==> src/fga_pkg.sv <==
// Shared constants, codes and control structs of the per-gene Fano accumulator.
`timescale 1ns / 1ps
package fga_pkg;

  localparam int GENES   = 4096;
  localparam int GENE_W  = $clog2(GENES);
  localparam int REQ_W   = 2;
  localparam int VALUE_W = 20;
  localparam int SQV_W   = 2 * VALUE_W;
  localparam int S1_W    = 40;
  localparam int S2_W    = 60;
  localparam int CELLS_W = 21;
  localparam int FANO_W  = 40;
  localparam int FRAC_SH = 8;

  // Widths of the shift-add multiplier and of the three products.
  localparam int MUL_A_W = S2_W;
  localparam int MUL_B_W = S1_W;
  localparam int MUL_P_W = MUL_A_W + MUL_B_W;
  localparam int NS2_W   = CELLS_W + S2_W;
  localparam int SQ_W    = 2 * S1_W;
  localparam int NS1_W   = CELLS_W + S1_W;

  // Widths of the restoring divider.
  localparam int NUM_W   = NS2_W + FRAC_SH;
  localparam int DCNT_W  = $clog2(NUM_W + 1);

  // Request codes.
  localparam logic [REQ_W-1:0] REQ_ACC   = 2'd0;
  localparam logic [REQ_W-1:0] REQ_READ  = 2'd1;
  localparam logic [REQ_W-1:0] REQ_CLEAR = 2'd2;

  typedef enum logic [3:0] {
    ST_CLEAR,
    ST_IDLE,
    ST_ACC_RD,
    ST_ACC_WR,
    ST_RD_RD,
    ST_RD_LOAD,
    ST_CHECK,
    ST_MUL_NS2,
    ST_MUL_SQ,
    ST_MUL_NS1,
    ST_COMPARE,
    ST_DIV,
    ST_DONE
  } state_t;

  typedef enum logic [1:0] {
    MUL_NS2,
    MUL_SQ,
    MUL_NS1
  } mul_sel_t;

  typedef struct packed {
    logic [S1_W-1:0] s1;
    logic [S2_W-1:0] s2;
  } sums_t;

  typedef struct packed {
    logic     latch_in;
    logic     clr_wr;
    logic     mem_rd;
    logic     acc_wr;
    logic     load_sums;
    logic     mul_start;
    mul_sel_t mul_sel;
    logic     mul_step;
    logic     mul_save;
    logic     div_start;
    logic     div_step;
    logic     out_load;
  } cmd_t;

  typedef struct packed {
    logic clr_last;
    logic zero_case;
    logic mul_done;
    logic num_pos;
    logic div_done;
    logic out_busy;
  } status_t;

endpackage

==> src/fga_ctrl.sv <==
// Controller state machine that sequences the accumulator datapath.
`timescale 1ns / 1ps
module fga_ctrl (
  input  logic                      clk,
  input  logic                      rst,
  input  logic                      in_valid,
  input  logic [fga_pkg::REQ_W-1:0] in_req_type,
  input  fga_pkg::status_t          status,
  output logic                      in_ready,
  output fga_pkg::cmd_t             cmd,
  output fga_pkg::state_t           state
);
  import fga_pkg::*;

  state_t state_next;
  logic   accept;

  assign accept = in_valid && in_ready;

  // State register; reset starts the clearing pass over the table.
  always_ff @(posedge clk) begin
    if (rst) begin
      state <= ST_CLEAR;
    end else begin
      state <= state_next;
    end
  end

  // Next state.
  always_comb begin
    state_next = state;
    case (state)
      ST_CLEAR: begin
        if (status.clr_last) state_next = ST_IDLE;
      end
      ST_IDLE: begin
        if (accept) begin
          case (in_req_type)
            REQ_ACC:   state_next = ST_ACC_RD;
            REQ_READ:  state_next = ST_RD_RD;
            REQ_CLEAR: state_next = ST_CLEAR;
            default:   state_next = ST_IDLE;
          endcase
        end
      end
      ST_ACC_RD:  state_next = ST_ACC_WR;
      ST_ACC_WR:  state_next = ST_IDLE;
      ST_RD_RD:   state_next = ST_RD_LOAD;
      ST_RD_LOAD: state_next = ST_CHECK;
      ST_CHECK:   state_next = status.zero_case ? ST_DONE : ST_MUL_NS2;
      ST_MUL_NS2: begin
        if (status.mul_done) state_next = ST_MUL_SQ;
      end
      ST_MUL_SQ: begin
        if (status.mul_done) state_next = ST_MUL_NS1;
      end
      ST_MUL_NS1: begin
        if (status.mul_done) state_next = ST_COMPARE;
      end
      ST_COMPARE: state_next = status.num_pos ? ST_DIV : ST_DONE;
      ST_DIV: begin
        if (status.div_done) state_next = ST_DONE;
      end
      ST_DONE: begin
        if (!status.out_busy) state_next = ST_IDLE;
      end
      default: state_next = ST_CLEAR;
    endcase
  end

  // Commands to the datapath.
  always_comb begin
    cmd      = '0;
    cmd.mul_sel = MUL_NS2;
    in_ready = (state == ST_IDLE);
    case (state)
      ST_CLEAR:   cmd.clr_wr = 1'b1;
      ST_IDLE:    cmd.latch_in = accept;
      ST_ACC_RD:  cmd.mem_rd = 1'b1;
      ST_ACC_WR:  cmd.acc_wr = 1'b1;
      ST_RD_RD:   cmd.mem_rd = 1'b1;
      ST_RD_LOAD: cmd.load_sums = 1'b1;
      ST_CHECK: begin
        cmd.mul_start = !status.zero_case;
        cmd.mul_sel   = MUL_NS2;
      end
      ST_MUL_NS2: begin
        cmd.mul_step  = !status.mul_done;
        cmd.mul_save  = status.mul_done;
        cmd.mul_start = status.mul_done;
        cmd.mul_sel   = MUL_SQ;
      end
      ST_MUL_SQ: begin
        cmd.mul_step  = !status.mul_done;
        cmd.mul_save  = status.mul_done;
        cmd.mul_start = status.mul_done;
        cmd.mul_sel   = MUL_NS1;
      end
      ST_MUL_NS1: begin
        cmd.mul_step = !status.mul_done;
        cmd.mul_save = status.mul_done;
      end
      ST_COMPARE: cmd.div_start = status.num_pos;
      ST_DIV:     cmd.div_step = !status.div_done;
      ST_DONE:    cmd.out_load = !status.out_busy;
      default:    cmd = '0;
    endcase
  end

endmodule

==> config.mk <==
export PLATFORM = sky130hd
export DESIGN_NAME = fga_ctrl
export DESIGN_NICKNAME = d
export VERILOG_FILES = /design/src/fga_pkg.sv /design/src/fga_ctrl.sv
export SDC_FILE = /design/constraint.sdc
export NUM_CORES = 1
export LEC_CHECK = 0
export BUFFER_PORTS_ARGS = -buffer_cell sky130_fd_sc_hd__buf_4
export CELL_PAD_IN_SITES_DETAIL_PLACEMENT = 0
export CELL_PAD_IN_SITES_GLOBAL_PLACEMENT = 1
export CORE_AREA = 3 3 47 49
export CTS_CLUSTER_SIZE = 10
export DETAILED_ROUTE_END_ITERATION = 12
export DIE_AREA = 0 0 50 52
export PLACE_DENSITY = 0.78
export SETUP_SLACK_MARGIN = 0.3
export SYNTH_ARGS = -nofsm -noshare
export SYNTH_HDL_FRONTEND = slang
export SYNTH_SLANG_ARGS = --single-unit
==> constraint.sdc <==
create_clock -name clk -period 2.75 [get_ports clk]
set_input_delay 0.4125 -clock clk [delete_from_list [all_inputs] [get_ports clk]]
set_output_delay 0.4125 -clock clk [all_outputs]
set_load 0.01 [all_outputs]
Word level (Yosys, flattened, before mapping) --
Index checks and enable logic that the tools add are counted.
Storage, ports and cells: input port bits 11, output and inout port bits 18, flip-flop bits (word level) 4, logic and storage cells 53
Operators by class: eq/ne operators 21, muxes and demuxes 21, reductions and logical operators 10
Operators with widths (number):
- $pmux 4 s13 | 1
- $mux 4 | 8
- $eq 4x4->1 const B | 5
- $pmux 3 s3 | 2
- $eq 4x3->1 const B | 4
- $ne 2x2->1 const B | 6
- $eq 4x2->1 const B | 2
- $mux 1 | 8
- $reduce_and 7->1 | 1
- $eq 4x1->1 const B | 1
- $logic_not 1->1 | 4
- $logic_not 4->1 | 1
- $mux 3 | 1
- $reduce_or 3->1 | 1
- $eq 2x1->1 const B | 1
- $eq 2x2->1 const B | 1
- $logic_not 2->1 | 1
- $mux 2 | 1
- $ne 2x1->1 const B | 1
- $reduce_or 2->1 | 1
- $logic_and 1x1->1 | 1

Depth between registers and ports, before layout --
Gate-level depths: netlist (run 1).
depth in word-level cells 4, mapped depth 6, gate-level depth less buffers 4

Least setup slack after synthesis (run 1) --
Ideal clock, no wire load.
kind reg2out, start point reg state[2], end point out cmd[10] in the netlist's numbering, data arrival time 1455 ps, required time 2338 ps, cell stages (with the launch flop) 5, slack 882 ps, path buffers 2, path through dfxtp_1 clkbuf_1 clkbuf_1 nand2_1 a211oi_1
RTL lines:
- from (decl) | line fga_ctrl.sv:11 | output fga_pkg::state_t state
- from (signal assigned) | line fga_ctrl.sv:25 | state <= state_next;
- to (decl) | line fga_ctrl.sv:10 | output fga_pkg::cmd_t cmd,

==> run summary, run 1 <==
ROUTE
------------------------------------------------------------------------------------
First-pass DRT Iterations .............................................            4
Final routed wirelength across all metal layers .......................      1.61 mm
Drt wl/cell ...........................................................      12.7 µm
Final antenna-violating net count .....................................            0
DRC violation total after the first TritonRoute iteration .............            7
DRC Markers ...........................................................            0
Post-detailed-route via-to-cell ratio .................................         4.98
Detailed-route via count ..............................................          633

SETUP PATH
------------------------------------------------------------------------------------
Reg-to-reg setup timing slack .........................................       780 ps
Setup crit end kind ...................................................   output pin
R2R Path Start ........................................................     state[3]
Depth of the most critical reg-to-reg path ............................            4
Worst setup SP type ...................................................         flop
Required time at the worst-slack endpoint .............................      2340 ps
Kind of critical path .................................................   reg -> out
Critical Path AT ......................................................      1780 ps
Maximum fanout along the worst path ...................................           20
Crit path launch ......................................................     state[3]

FINISH
------------------------------------------------------------------------------------
Number of flip-flops in the largest register ..........................            4
Largest register by flop count ........................................        state
Area delta synth->final ...............................................        44.0%
Inserted Diodes .......................................................            0
Commonest cells after routing, fill and taps aside .................... buf_4 (28), nand2b_1 (6), a21oi_1 (6)
Largest registers in the final layout .................................     state x4
Fill cell instance count of the final layout ..........................          199
Layout cell share with drive strength beyond 1 ........................        35.0%
Leading cell type in the layout, fill and taps excluded ...............        buf_4
Number of nets in the finished design .................................          113
Core Util, Final ......................................................        40.3%

CLOCKING
------------------------------------------------------------------------------------
Number of buffers inserted for hold repair after clock tree synthesis .            0
CTS tree ..............................................................          yes
H-Tree Level Count ....................................................            1
Number of gates resized after cts .....................................            0
CTS sink cnt ..........................................................            4
Number of buffers inserted to repair setup after CTS ..................            0
Worst-skew pair later-pin latency .....................................       230 ps
Reg clk slew, reported paths ..........................................        30 ps
Root Buffer ...........................................................     clkbuf_4
Max Root-Sink Buffers .................................................            2
Total clock buffers created by CTS ....................................            3

PLACED DESIGN
------------------------------------------------------------------------------------
IO Port Bufs ..........................................................           28
Sum of net half-perimeters after detailed placement ...................      1.18 mm
Gp weighted congestion ................................................        0.750

LOGIC SYNTHESIS
------------------------------------------------------------------------------------
Unique cell type count in the Yosys netlist ...........................           36
Post-synth top flop ...................................................      dfxtp_1
Cell Area, Synth ......................................................      532 µm²
Largest cells by area after synthesis ................................. dfxtp_1 (15%), nand2b_1 (7.1%), a21oi_1 (5.6%), nor3_1 (4.7%), o21ai_0 (4.7%)
Warnings from Yosys ...................................................            0
Portion of the post-synthesis area used by sequential elements ........        15.1%
Cell taking the most area after synthesis .............................      dfxtp_1
Area share of the largest cell type after synthesis ...................        15.1%
Count of flip-flops with a built-in enable after synthesis ............            0
Register bit total from synthesis .....................................            4
Cell count after synthesis ............................................           76
Avg Cell Area, Syn ....................................................     7.00 µm²
Net Count, Synth ......................................................           87
Fraction of registers with async set/reset ............................           0%

MIN PATH
------------------------------------------------------------------------------------
HP Start ..............................................................          rst
Hold Path Stages ......................................................            2
Class of the tightest hold or removal check ...........................    in -> reg

GRT
------------------------------------------------------------------------------------
Largest net degree at the start of global routing .....................           25
Number of antenna violations at the first check in global routing .....            0
Global-route wire length before repair ................................      2.58 mm
Via count of the first global-routing pass ............................          579
Overflow left after global routing ....................................            0
Tot GR Track Use ......................................................        12.7%

RUN
------------------------------------------------------------------------------------
# Max-Cap Violations ..................................................            0

POWER
------------------------------------------------------------------------------------
Power density of the placed cells .....................................   450 mW/mm²
Switching portion of total power ......................................        39.9%
Static leakage ........................................................  0.000349 µW
Peak supply drop ......................................................     0.217 mV
Gate power share ......................................................        47.7%
Internal power consumption ............................................       207 µW
Sequential Power Share ................................................        32.5%
Clock group share of total power ......................................        19.8%
Net switching power ...................................................       138 µW

STA
------------------------------------------------------------------------------------
Final Hold Fails ......................................................            0
Setup TNS after final layout ..........................................         0 ps
Layout Skew ...........................................................      1.19 ps
Min Clock Period, post-route ..........................................      2190 ps
Maximum frequency from static timing analysis .........................      457 MHz
Share of the cycle needed by the critical path after routing ..........        79.6%
Worst-Margin Slew .....................................................       721 ps
Setup repair after global routing missed its margin ...................           no
Remaining max-slew budget at the tightest pin .........................        51.8%
Slew Viols, Final .....................................................            0
Worst hold margin .....................................................       456 ps
Final count of negative-setup-slack endpoints .........................            0

FLOORPLANNING
------------------------------------------------------------------------------------
Die Span Y ............................................................        52 µm
Number of cell rows ...................................................           16
DIE AREA ..............................................................  0.00260 mm²
Starting Density ......................................................        28.0%
Horizontal extent of the die ..........................................        50 µm
Core area .............................................................  0.00190 mm²
Top-Level Pins ........................................................           29

STATUS
------------------------------------------------------------------------------------
Outcome ............................................................... finished, final reports clean

==> stage by stage <==
step / instances / cell area, µm² / setup WS [ps] / power [µW]
finish: 127 / 766 / 562 / 344
global route: 127 / 766 / 360 / 377
CTS: 127 / 766 / 559 / 350
detailed placement: 124 / 743 / 777 / 280
global placement: 124 / 743 / 815 / 277
floorplan: 76 / 532 / 882 / 202
==> path summary, 6_finish.rpt <==
kind	to
worst min-delay path	state[3]
worst max-delay path	cmd[7]
worst min register to register	state[0]
worst max register to register	state[2]
==> worst max-delay path: stages (launching register included) <==
cell and delay, ps:
dfxtp_1 690, inv_1 170, nor4b_1 330, a21oi_1 70, o21ai_0 150, buf_4 140
==> cell families after synthesis <==
group | count (synthesis) | share of synthesized area (%)
muxes | 3 | 6.59
buffers and inverters | 11 | 8.94
DFF | 4 | 15.1
and+or+nand+nor | 35 | 39.1
AOI/OAI and AO/OA | 23 | 30.4
==> routing by layer <==
metal / share of wire (%) / vias up / track usage, %
met2: 50 / 14 / 23.7
met3: 3.7 / 0 / 1.43
li1: - / 326 / -
met5: 0 / - / 0
met4: 0 / 0 / 5.53
met1: 46 / 293 / 14.2
==> cell type report <==
class | instances | area, µm² | area share [%]
inverter | 4 | 15.0 | 1.96
timing repair buffer | 28 | 210 | 27.5
sequential | 4 | 80.1 | 10.5
clock buffer | 3 | 22.5 | 2.94
multi-input combinational | 61 | 404 | 52.8
tap | 27 | 33.8 | 4.41
==> power by group through the flow <==
stage	clock [µW]	combinational [µW]	sequential (µW)
after detailed placement	0	167	113
final	68.3	164	112
after global placement	0	166	112
after global routing	77.8	181	118
after floorplan	0	117	84.8
after CTS	70.8	167	112
==> cells in the mapped netlist, types with 2 or more instances <==
cell,number
a211oi_1,2
inv_1,4
nor2_1,4
a21o_1,2
nor3_1,5
nand2b_1,6
buf_2,2
nor4b_1,2
a21oi_1,6
clkbuf_1,3
nand3_1,3
mux2i_1,2
dfxtp_1,4
nand2_1,5
o21ai_0,5
Note: power is estimated with default switching activity, not from simulation.
==> inputs of run 2 (changes only) <==
- ABC_AREA: default -> 1
- CORE_AREA: 3 3 47 49 -> 3 3 52 54
- DIE_AREA: 0 0 50 52 -> 0 0 55 57
- PLACE_DENSITY: 0.78 -> 0.73
- clock period: 2.75 -> 1.95 ns (I/O delays scaled with it)
==> run 2 against run 1 <==
  * Wire length up 2.7%
  * Global-route usage down 1.8 points
  * Worst hold slack worse by 230 ps
  * Clock-buffer cell count unchanged
  * Area after synthesis up 1.9%
  * Register-to-register slack worse by 80 ps
  * Sequential share of layout area up 0.77 points
  * Power up 31%
  * Clock skew up 4.8 ps
  * Die area up 21%
  * Critical path type unchanged
  * Critical endpoint unchanged
  * Largest cell class unchanged
  * Largest power group unchanged
  * Highest routed layer is now met4
==> run summary, run 2 <==
SETUP PATH
--------------------------------------------------------------------------------
R2R Path Start ....................................................     state[2]
Setup crit end kind ...............................................   output pin
Required time at the worst-slack endpoint .........................      1660 ps   -680 ps
Depth of the most critical reg-to-reg path ........................            9   +5
Maximum fanout along the worst path ...............................            8   -60%
Crit path launch ..................................................     state[1]
Crit path to ......................................................       cmd[7]
Reg-to-reg setup timing slack .....................................       700 ps   -80 ps
Worst setup SP type ...............................................         flop
Kind of critical path .............................................   reg -> out
Reg-to-reg critical path endpoint .................................     state[1]
Critical Path AT ..................................................      1280 ps   -500 ps

FINISH
--------------------------------------------------------------------------------
Multi-input gate area in the final layout .........................      394 µm²   -2.5%
Inserted Diodes ...................................................            0   unchanged
Area delta synth->final ...........................................        56.4%
Number of nets in the finished design .............................          147   +30%
Largest register by flop count ....................................        state
Leading cell type in the layout, fill and taps excluded ...........        buf_4
Layout cell share with drive strength beyond 1 ....................        41.8%   +6.8 points
Register cell area after layout ...................................     95.1 µm²   +19%
Core Util, Final ..................................................        37.6%   -2.7 points
Commonest cells after routing, fill and taps aside ................ buf_4 (28), nand2_1 (26), inv_1 (20)
Number of flip-flops in the largest register ......................            4   unchanged
Largest registers in the final layout .............................     state x4
Fill cell instance count of the final layout ......................          277   +39%

POWER
--------------------------------------------------------------------------------
Sequential Power Share ............................................        25.5%   -7.0 points
Design Power ......................................................       452 µW   +31%
Net switching power ...............................................       188 µW   +37%
Power density of the placed cells .................................   533 mW/mm²   +19%
Static leakage ....................................................  0.000524 µW   +50%
Internal power consumption ........................................       263 µW   +27%
Gate power share ..................................................        51.8%   +4.1 points
Clock group share of total power ..................................        22.8%   +3.0 points
Peak supply drop ..................................................     0.301 mV   +39%
Switching portion of total power ..................................        41.7%   +1.7 points

GRT
--------------------------------------------------------------------------------
Tot GR Track Use ..................................................        10.9%   -1.8 points
Overflow left after global routing ................................            0   unchanged
Global-route wire length before repair ............................      2.57 mm   -0.54%
Largest net degree at the start of global routing .................            9   -64%
Number of antenna violations at the first check in global routing .            0   unchanged
Via count of the first global-routing pass ........................          633   +9.3%

STA
--------------------------------------------------------------------------------
Setup TNS after final layout ......................................         0 ps   unchanged
Share of the cycle needed by the critical path after routing ......        80.5%
Final count of negative-setup-slack endpoints .....................            0   unchanged
Worst-Margin Slew .................................................       218 ps   -503 ps
Maximum frequency from static timing analysis .....................      637 MHz
Final Hold Fails ..................................................            0   unchanged
Remaining max-slew budget at the tightest pin .....................        85.3%   +33 points
Min Clock Period, post-route ......................................      1570 ps
Setup repair after global routing missed its margin ...............          yes
Layout Skew .......................................................      5.97 ps   +4.78 ps
Slew Viols, Final .................................................            0   unchanged

FLOORPLANNING
--------------------------------------------------------------------------------
Starting Density ..................................................        24.0%   -3.9 points
Core area .........................................................  0.00225 mm²   +19%
Die Span Y ........................................................        57 µm   +9.6%
DIE AREA ..........................................................  0.00314 mm²   +21%
Number of cell rows ...............................................           17   +1
Horizontal extent of the die ......................................        55 µm   +10%
Top-Level Pins ....................................................           29   unchanged

LOGIC SYNTHESIS
--------------------------------------------------------------------------------
Net Count, Synth ..................................................          114   +31%
Fraction of registers with async set/reset ........................           0%   unchanged
Count of flip-flops with a built-in enable after synthesis ........            0   unchanged
Unique cell type count in the Yosys netlist .......................           16   -56%
Cell with the most instances after synthesis ......................      nand2_1
Cell taking the most area after synthesis .........................      nand2_1
Cell count after synthesis ........................................          103   +36%
Largest cells by area after synthesis ............................. nand2_1 (19%), dfxtp_1 (15%), inv_1 (15%), nand3_1 (12%), nor2_2 (6.9%)
Avg Cell Area, Syn ................................................     5.26 µm²   -25%
Most frequent cells after synthesis ............................... nand2_1 (27), inv_1 (21), nand3_1 (13)
Warnings from Yosys ...............................................            0   unchanged
Portion of the post-synthesis area used by sequential elements ....        14.8%   -0.28 points
Area share of the largest cell type after synthesis ...............        18.7%   +3.6 points
Register bit total from synthesis .................................            4   unchanged
Cell Area, Synth ..................................................      542 µm²   +1.9%
Post-synth top flop ...............................................      dfxtp_1

CLOCKING
--------------------------------------------------------------------------------
Total clock buffers created by CTS ................................            3   unchanged
Root Buffer .......................................................     clkbuf_4
CTS sink cnt ......................................................            4   unchanged
Worst-skew pair later-pin latency .................................       240 ps   about the same
Reg clk slew, reported paths ......................................        40 ps   about the same
CTS tree ..........................................................          yes
Max Root-Sink Buffers .............................................            2   unchanged
H-Tree Level Count ................................................            1   unchanged

PLACED DESIGN
--------------------------------------------------------------------------------
Sum of net half-perimeters after detailed placement ...............      1.42 mm   +20%
IO Port Bufs ......................................................           28   unchanged
Gp weighted congestion ............................................        0.856   +14%

ROUTE
--------------------------------------------------------------------------------
DRC Markers .......................................................            0   unchanged
Final antenna-violating net count .................................            0   unchanged
DRC violation total after the first TritonRoute iteration .........            8   +1
Detailed-route via count ..........................................          694   +9.6%
Final routed wirelength across all metal layers ...................      1.65 mm   +2.7%
Drt wl/cell .......................................................      10.2 µm   -19%
First-pass DRT Iterations .........................................            4   unchanged
Post-detailed-route via-to-cell ratio .............................         4.28   -14%

MIN PATH
--------------------------------------------------------------------------------
Class of the tightest hold or removal check .......................    in -> reg

RUN
--------------------------------------------------------------------------------
# Max-Cap Violations ..............................................            0   unchanged

STATUS
--------------------------------------------------------------------------------
Outcome ........................................................... finished, final reports clean

==> run 2: cell count changes after synthesis, sizes merged, moves of 4 or more <==
cell,previous run,this run
buf,4,0
nand2b,6,0
nand3,3,14
nor2,4,16
nand2,5,34
inv,4,24
nor3,5,1
==> run 2: how the worst min path moves through the flow <==
stage,from,endpoint,slack (ps),depth (start not counted)
detailed placement,rst,state[0],480,2
finish,rst,state[0],230,2
global placement,rst,state[1],480,2
floorplan,rst,state[0],360,1
global route,rst,state[3],230,2
CTS,rst,state[0],220,2
==> run 2: cell families (layout without fill, tap and decap cells) <==
kind of cell           count (synthesis)  after routing  share of synthesized area, %
AO/OA/AOI/OAI                          8              8                          7.39
AND/OR/NAND/NOR                       67             67                          61.2
flip-flops                             4              4                          14.8
buffers and inverters                 24             55                          16.6
==> run 2: critical path: stages, from the launching register on <==
cell     delay, ps
dfxtp_4        370
nand2_2        130
inv_2           50
nand2_2         80
inv_1           50
o21ai_0        150
nand2_1         60
buf_4          140
==> run 2: per-stage QoR <==
step / setup slack (ps) / hold WS [ps] / std cells / instance area (µm²)
finish: 381 / 230 / 162 / 847
global route: 234 / 228 / 162 / 847
CTS: 330 / 220 / 162 / 820
detailed placement: 480 / 484 / 159 / 787
global placement: 473 / 483 / 159 / 787
floorplan: 597 / 362 / 103 / 542
==> run 2: cell type report <==
type / count / area share (%)
clock buffer: 3 / 2.66
timing repair buffer: 28 / 24.8
tap: 28 / 4.14
inverter: 24 / 10.6
sequential: 4 / 11.2
multi-input combinational: 75 / 46.5
==> run 2: routing by layer <==
metal | share of wire, % | track usage [%] | wire length, µm | up-vias
met3 | 9.1 | 1.57 | 150 | 3
met2 | 46 | 16.7 | 760 | 24
met5 | 0 | 0 | 0 | -
li1 | - | - | - | 375
met4 | 1.8 | 5.21 | 30 | 0
met1 | 43 | 14.5 | 712 | 292
==> run 2: power by group through the flow <==
stage          Combinational, µW  Sequential (µW)  Clock (µW)
6_report                     234              115         103
5_1_grt                      264              117         113
3_5_place_dp                 227              110           0
2_1_floorplan                133              111           0
3_3_place_gp                 226              109           0
4_1_cts                      231              111         109
==> run 2: repair_timing <==
action | in CTS | in global routing
hold endpoints to repair | 0 | 0
gates resized for setup | 5 | 9
buffers inserted | 0 | 0
pin swaps | 0 | 1
hold buffers | 0 | 0
setup endpoints to repair | 5 | 5
==> inputs of run 3 (changes only) <==
- CORE_AREA: 3 3 52 54 -> 3 3 50 52
- DIE_AREA: 0 0 55 57 -> 0 0 53 55
- PLACE_DENSITY: 0.73 -> 0.75
- clock period: 1.95 -> 1.55 ns (I/O delays scaled with it)
==> run 3 against run 2 <==
  * Cell count up 12%
  * Core utilization grew 17 points
  * Critical endpoint is now cmd[3]
  * Critical path depth is the same
  * Clock-buffer cell count unchanged
  * Final area increased by 37%
  * Worst hold slack worse by 40 ps
  * Largest power group unchanged
==> run summary, run 3 (synthesis gave the netlist of run 2 again) <==
SETUP PATH
------------------------------------------------------------------------------------
Required time at the worst-slack endpoint .............................      1320 ps   -340 ps
Top delay family on crit path .........................................   flip-flops
Depth of the most critical reg-to-reg path ............................           10   +1
Critical Path AT ......................................................      1210 ps   -70 ps
Critical path, cell by cell ........................................... inv_4 > nor2_4 > nand2_2 > nand3_4 > nand2_1 > inv_1 > buf_4
Bufs and invs on worst path ...........................................            3   unchanged
Kind of critical path .................................................   reg -> out
Reg-to-reg setup timing slack .........................................       170 ps   -530 ps
Reg-to-reg critical path endpoint .....................................     state[1]
Largest incremental delay on the critical path ........................       410 ps   +40 ps
R2R Path Start ........................................................     state[1]
Maximum fanout along the worst path ...................................            6   -2
Total stage count of the critical path ................................            7   unchanged
Worst setup SP type ...................................................         flop
Setup crit end kind ...................................................   output pin
Slowest CP cell .......................................................      dfxtp_4

FINISH
------------------------------------------------------------------------------------
Area delta synth->final ...............................................         115%
Fill cell instance count of the final layout ..........................          208   -25%
Commonest cells after routing, fill and taps aside .................... buf_4 (39), nand2_1 (18), inv_1 (13)
Largest register by flop count ........................................        state
Layout cell share with drive strength beyond 1 ........................        68.2%   +26 points
Largest registers in the final layout .................................     state x4
Leading cell type in the layout, fill and taps excluded ...............        buf_4
Number of flip-flops in the largest register ..........................            4   unchanged
Inserted Diodes .......................................................            0   unchanged
Number of nets in the finished design .................................          167   +14%

CLOCKING
------------------------------------------------------------------------------------
Max Root-Sink Buffers .................................................            2   unchanged
H-Tree Level Count ....................................................            1   unchanged
Total clock buffers created by CTS ....................................            3   unchanged
Reg clk slew, reported paths ..........................................        40 ps   about the same
Worst-skew pair later-pin latency .....................................       230 ps   about the same
CTS tree ..............................................................          yes
Number of buffers inserted for hold repair after clock tree synthesis .            0   unchanged
Root Buffer ...........................................................     clkbuf_4
CTS sink cnt ..........................................................            4   unchanged

STA
------------------------------------------------------------------------------------
Slew Viols, Final .....................................................            0   unchanged
Setup TNS after final layout ..........................................         0 ps   unchanged
Min Clock Period, post-route ..........................................      1450 ps
Maximum frequency from static timing analysis .........................      692 MHz
Setup repair after global routing missed its margin ...................          yes
Share of the cycle needed by the critical path after routing ..........        93.2%
Final count of negative-setup-slack endpoints .........................            0   unchanged
Layout Skew ...........................................................      3.14 ps   -2.83 ps
Final Hold Fails ......................................................            0   unchanged
Worst-Margin Slew .....................................................       167 ps   -51.2 ps
Worst hold margin .....................................................       190 ps   -40.0 ps
Remaining max-slew budget at the tightest pin .........................        88.8%   +3.6 points

FLOORPLANNING
------------------------------------------------------------------------------------
Top-Level Pins ........................................................           29   unchanged
Die Span Y ............................................................        55 µm   -3.5%
DIE AREA ..............................................................  0.00292 mm²   -7.0%
Number of cell rows ...................................................           17   unchanged
Horizontal extent of the die ..........................................        53 µm   -3.6%
Starting Density ......................................................        25.2%   +1.2 points
Core area .............................................................  0.00215 mm²   -4.7%

GRT
------------------------------------------------------------------------------------
Overflow left after global routing ....................................            0   unchanged
Via count of the first global-routing pass ............................          789   +25%
Number of antenna violations at the first check in global routing .....            0   unchanged
Global-route track usage on met1 ......................................        15.7%   +1.2 points
Largest net degree at the start of global routing .....................            7   -2
Grt peak-use layer ....................................................         met2
Global-route met3 utilization .........................................        1.61%   +0.042 points
Global-route wire length before repair ................................      3.15 mm   +23%
Tot GR Track Use ......................................................        14.7%   +3.9 points
Met2 track demand over resource in global routing .....................        28.1%   +11 points

PLACED DESIGN
------------------------------------------------------------------------------------
Sum of net half-perimeters after detailed placement ...................      1.38 mm   -2.4%
IO Port Bufs ..........................................................           28   unchanged
Gp weighted congestion ................................................        0.843   -1.5%

MIN PATH
------------------------------------------------------------------------------------
Hold Path Stages ......................................................            2   unchanged
Endpoint of the worst hold-timing path ................................     state[0]
Class of the tightest hold or removal check ...........................    in -> reg
HP Start ..............................................................          rst

POWER
------------------------------------------------------------------------------------
Switching portion of total power ......................................        42.0%   +0.35 points
Peak supply drop ......................................................     0.500 mV   +66%
Power density of the placed cells .....................................   628 mW/mm²   +18%
Internal power consumption ............................................       423 µW   +61%
Sequential Power Share ................................................        20.3%   -5.2 points
Gate power share ......................................................        62.4%   +11 points
Clock group share of total power ......................................        17.3%   -5.5 points
Static leakage ........................................................  0.000676 µW   +29%
Net switching power ...................................................       307 µW   +63%

ROUTE
------------------------------------------------------------------------------------
First-pass DRT Iterations .............................................            4   unchanged
Detailed-route via count ..............................................          801   +15%
DRC violation total after the first TritonRoute iteration .............           12   +4
DRC Markers ...........................................................            0   unchanged
Final routed wirelength across all metal layers .......................      1.99 mm   +20%
Drt wl/cell ...........................................................      10.9 µm   +7.0%
Final antenna-violating net count .....................................            0   unchanged
Post-detailed-route via-to-cell ratio .................................         4.40   +2.7%

STATUS
------------------------------------------------------------------------------------
Outcome ............................................................... finished, final reports clean

RUN
------------------------------------------------------------------------------------
# Max-Cap Violations ..................................................            0   unchanged

-- run 3: power by group through the flow --
stage / clock network (µW) / logic (µW) / registers [µW]
after floorplan: 0 / 167 / 142
after global placement: 0 / 287 / 141
after detailed placement: 0 / 285 / 140
after CTS: 136 / 373 / 146
after global routing: 140 / 498 / 150
final: 126 / 456 / 148
-- run 3: worst max-delay path by stage --
stage | from | end | slack (ps)
3_3_place_gp | state[0] | cmd[4] | 210
6_report | state[3] | cmd[3] | 100
2_1_floorplan | state[2] | cmd[7] | 350
5_1_grt | state[3] | cmd[3] | 50
3_5_place_dp | state[0] | cmd[4] | 220
4_1_cts | state[0] | cmd[3] | 110
-- run 3: area by class of cell --
| cell class | count | area, µm² | area share, % |
|---|---|---|---|
| Tap cell | 28 | 35.0 | 3.01 |
| Inverter | 24 | 100 | 8.61 |
| Multi-Input combinational cell | 75 | 515 | 44.3 |
| Sequential cell | 4 | 95.1 | 8.18 |
| Timing Repair Buffer | 48 | 394 | 33.9 |
| Clock buffer | 3 | 22.5 | 1.94 |
-- run 3: metal layers --
layer,vias up,wire [µm]
li1,417,-
met1,358,766
met2,24,1100
met3,2,104
met4,0,16
met5,-,0
-- run 3: what timing repair did --
action / CTS / global route
setup endpoints to repair: 18 / 18
buffers inserted: 15 / 5
resized for setup: 32 / 32
endpoints found under the hold margin: 0 / 0
pin swaps: 10 / 16
-- run 3: per-stage QoR --
step / setup slack (ps) / std cells / utilization, % / cell area, µm² / total power, µW
6_report: 105 / 182 / 54.1 / 1160 / 730
2_1_floorplan: 353 / 103 / - / 547 / 309
3_5_place_dp: 224 / 159 / 36.9 / 792 / 426
4_1_cts: 112 / 177 / 47.1 / 1010 / 655
3_3_place_gp: 206 / 159 / 36.9 / 792 / 428
5_1_grt: 45.9 / 182 / 54.1 / 1160 / 789
